`src/rtl/fba_pkg.sv`:
```
package fba_pkg;

   localparam int MAP_BYTES_DEF = 512;
   localparam int WORD_BITS     = 64;
   localparam int BITPOS_W      = $clog2(WORD_BITS);
   localparam int GROUP_BITS    = 8;
   localparam int GROUPS        = WORD_BITS / GROUP_BITS;
   localparam int GROUP_SEL_W   = $clog2(GROUPS);
   localparam int GROUP_POS_W   = $clog2(GROUP_BITS);
   localparam int LIMIT_W       = 13;
   localparam int INDEX_W       = 12;
   localparam logic [LIMIT_W-1:0] LIMIT_RESET = 13'd4096;

   typedef enum logic {
      CMD_ALLOC = 1'b0,
      CMD_FREE  = 1'b1
   } cmd_type;

   typedef enum logic [1:0] {
      STATUS_OK    = 2'd0,
      STATUS_FULL  = 2'd1,
      STATUS_RANGE = 2'd2
   } status_type;

endpackage

```
`src/rtl/fba_ram.sv`:
```
module fba_ram #(
   parameter int WIDTH = fba_pkg::WORD_BITS,
   parameter int DEPTH = fba_pkg::MAP_BYTES_DEF / 8
) (
   input  logic                                      clock,
   input  logic                                      wr_en,
   input  logic [((DEPTH > 1) ? $clog2(DEPTH) : 1)-1:0] wr_addr,
   input  logic [WIDTH-1:0]                          wr_data,
   input  logic                                      rd_en,
   input  logic [((DEPTH > 1) ? $clog2(DEPTH) : 1)-1:0] rd_addr,
   output logic [WIDTH-1:0]                          rd_data
);

   logic [WIDTH-1:0] mem_ff [DEPTH];
   logic [WIDTH-1:0] rd_data_ff;

   always_ff @(posedge clock) begin
      if (wr_en) begin
         mem_ff[wr_addr] <= wr_data;
      end
      if (rd_en) begin
         rd_data_ff <= mem_ff[rd_addr];
      end
   end

   assign rd_data = rd_data_ff;

endmodule
```
`config.mk`:
```
export PLATFORM = sky130hd
export DESIGN_NAME = fba_ram
export DESIGN_NICKNAME = d
export VERILOG_FILES = /design/src/rtl/fba_pkg.sv /design/src/rtl/fba_ram.sv
export SDC_FILE = /design/constraint.sdc
export NUM_CORES = 2
export LEC_CHECK = 0
export BUFFER_PORTS_ARGS = -buffer_cell sky130_fd_sc_hd__buf_2
export CORE_UTILIZATION = 50
export DETAILED_ROUTE_END_ITERATION = 6
export PLACE_DENSITY = 0.72
export SLEW_MARGIN = 20
export SYNTH_ARGS = -nofsm -noshare
export SYNTH_HDL_FRONTEND = slang
export SYNTH_SLANG_ARGS = --single-unit
```
`constraint.sdc`:
```
create_clock -name clock -period 6.95 [get_ports clock]
set_input_delay 0.695 -clock clock [delete_from_list [all_inputs] [get_ports clock]]
set_output_delay 0.695 -clock clock [all_outputs]
set_load 0.005 [all_outputs]
```
* Word-level counts from Yosys, hierarchy flattened
Memories as Yosys holds them, arrays and structs flattened. A register that Yosys moved wholly into a read port is not among the register bits.
Cells that the tools add are included.
** Cells by class
- Muxes and demuxes :: 2
** Operators by type and width (count)
- 2-to-1 mux 1 bit :: 2
** Storage, ports and cells
- Register bits :: 0
- Bits in writable memories :: 4096
- Input bits :: 79
- Output and inout port bits :: 64
- Word-level logic and storage cells :: 3
- Memories :: 1
** Memory list
- mem_ff :: depth 64, bits a word 64, rd ports 1, clocked after Yosys merged registers in 1, write ports 1, RTL line fba_ram.sv:14 : logic [WIDTH-1:0] mem_ff [DEPTH];

* Longest topological paths before layout
- Word-level depth :: 2
- Gate-level depth with buffers :: 9
- Depth with buffers taken out :: 5

* Least setup slack after synthesis
No wires, ideal clock.
- Kind :: input to register
- Start :: in wr_addr[3] (netlist name)
- End :: mem mem_ff[48][0] (netlist name), enable pin
- Library setup time :: 0.564 ns
- Arrival time :: 5.567 ns
- Data required time :: 6.386 ns
- Setup slack :: 0.819 ns
- Stages :: 4
- Path buffers :: 1
- Cells stage by stage :: clkbuf_1 > nor2b_1 > nand4b_1 > nor3_1
** RTL lines
- start: declaration :: RTL line fba_ram.sv:7 : input logic [((DEPTH > 1) ? $clog2(DEPTH) : 1)-1:0] wr_addr,
- end: declaration :: RTL line fba_ram.sv:14
Straight into the memory's write port.

==> run metrics <==
worst reg-to-reg setup slack=4760 ps; Fillers=21700; mux cell area share after synthesis=0.156; Worst Skew=49.2 ps; worst setup path endpoint=rd_data[17]; Synth area leaders=edfxtp_1 80%, mux4_2 15%, mux2i_1 0.86%; fin util=0.565; clock-pin slew on the worst setup and hold paths=60 ps; worst-margin pin slew=1210 ps; XOR/XNOR Fraction of Synth Area=0; initial antenna violation count=35; Finished Cell Area=176000 um2; area delta synth->final=12.4%; overall die area=316000 um2; critical path startpoint category=primary input; Seq/Total Area, Yosys=0.796; Pins Over Slew Limit=0; average size of a mapped cell=23.8 um2; Final setup viols=0; Period minus WS final=3410 ps; fin nets=7047; cts hold-fix bufs=0; fmax=293 MHz; placed instance area=164000 um2; mapped cell area=157000 um2; Adder-Cell Fraction of Synth Area=0; Crit. Startpoint=rd_addr[3]; Final ANT Viol Nets=0; number of distinct library cells after synthesis=32; worst r2r dst=rd_data[14]; status=finished, violations left; row count=205; violated checks=DRC; H-tree depth=5; main combinational cell family by area after synthesis=multiplexers; Worst Path Max Fanout=38; global-route wire length before repair=577000 um; DR vias=76000; HPWL after detailed placement=214000 um; number of global-route vias before repair=76200; core area=312000 um2; # Post-CTS Setup Buffers=0; Max VDD drop=251 uV; flops & latches, synth=4160; RSZ-0062 raised after global routing=no; Setup CP Type=in -> reg; relative slew slack=0.192; complex-gate fraction of the synthesized area=0.0247; Post-Syn Instances=6598; Leak=54.6 nW; Synth warnings=0; Initial Util=0.503; DRC Markers=1; crit share post-route=0.491; clock net sink count=4160; Avg WL per Cell=36.0 um; Pwr Density=291 nW/um2; GR Overflow Total=0; Post-Synth Simple-Gate Area=0.0123; final wirelength=412000 um; die width=562 um; WP data arrival=4040 ps; worst hold path class=in -> reg; DRT iter0 DRCs=11200; CTS tree=done; total global-route track usage=0.260; max-cap check violation count=0; Critical Path RT=7570 ps; Final Hold Fails=0; Vias/cell=6.64; root buf cell=clkbuf_16; Yosys top cell area share=0.796; global placer's final weighted congestion=0.832; # IOs=143; Clock Tree Buf Depth=4; worst reg2reg path depth=5; R2R Path Start=mem_ff[13][14]; Die Span Y=562 um; Detailed Routing Iterations Pass 1=7; cts bufs inserted=395; Net Count, Synth=6677; layout cell share with drive strength beyond 1=0.278; Yosys top cell by area=edfxtp_1; Critical Path End Type=register; largest net degree at the start of global routing=120; Setup TNS Final=0 ps; post-CTS resize count=0; Port-buffer cells=142; Clk Latency, worst-skew pair=940 ps
Yosys cell counts, drive strengths merged:
cell and number:
or3 29, a31oi 18, o22ai 83, a2bb2oi 19, edfxtp 4160, or3b 1
nand2b 11, and3 64, mux4 1024, or2 28, nor2 112, nand3b 2
nand4 2, and2 3, inv 19, o221ai 38, nor3 2, a22oi 168
a211oi 63, a41oi 26, clkbuf 140, a31o 1, buf 230, nand3 45
nand4b 1, mux2i 135, nor2b 28, nand2 58, a22o 88
where the power goes:
part | internal, W | switching [W]
clock network | 0.0119 | 0.00924
registers | 0.0278 | 0.0000936
logic | 0.000848 | 0.00145
worst max-delay path, stage by stage:
cell	delay (ps)
buf_2	560
nor2b_4	290
buf_4	610
buf_4	790
a22oi_1	230
and3_1	230
a211oi_1	550
how the worst min path moves through the flow:
| stage | startpoint | to | cells past startpoint |
|---|---|---|---|
| 2_1_floorplan | wr_data[0] | mem_ff[0][0] | 0 |
| 3_3_place_gp | mem_ff[46][30] | rd_data[30] | 4 |
| 3_5_place_dp | mem_ff[46][42] | rd_data[42] | 4 |
| 4_1_cts | wr_addr[1] | mem_ff[48][14] | 2 |
| 5_1_grt | wr_data[29] | mem_ff[5][29] | 1 |
| 6_report | wr_data[29] | mem_ff[19][29] | 1 |
cells in the final DEF, fill, tap and decap left out, drive strengths merged, types with 29 or more instances in the layout:
cell,n
mux4,1024
a22oi,168
o221ai,38
a22o,88
nand3,45
buf,343
clkbuf,471
a211oi,63
mux2i,135
clkinv,170
nand2,58
nor2,112
bufinv,38
or3,29
and3,64
o22ai,83
edfxtp,4160
state kept, by name (all words and copies together), names as in the netlist:
register,count
mem_ff,4096
rd_data,64
area by class of cell:
type	instances	area [um2]	area share
flip-flops and latches	4160	125000	0.708
multi-input cells	2049	30800	0.174
clock buffers	471	10200	0.0579
well taps	4140	5180	0.0294
repair buffers	343	2920	0.0166
clock inverters	237	2350	0.0133
inverters	19	71.3	0.000404
diodes	22	55.1	0.000312
per-layer routing:
metal,GRT usage,wire (um),share of wire
met5,0,103,0.00025
met4,0.101,17800,0.043
met3,0.0537,47300,0.11
met2,0.422,199000,0.48
met1,0.350,147000,0.36
logic make-up (layout without fill, tap and decap cells):
family	Yosys count	after routing
DFF	4160	4160
AOI/OAI and AO/OA	504	504
muxes	1159	1159
buffers and inverters	389	1070
and+or+nand+nor	386	386
other	0	22
per-stage QoR:
step	setup slack, ps	power (W)	cells	hold WS (ps)
2_1_floorplan	819	0.0297	6598	794
3_3_place_gp	2830	0.0307	10700	898
3_5_place_dp	2770	0.0308	10700	904
4_1_cts	3730	0.0516	11400	363
5_1_grt	3610	0.0526	11400	221
6_report	3540	0.0514	11400	241
No activity file was read; power rests on OpenSTA's default activity.
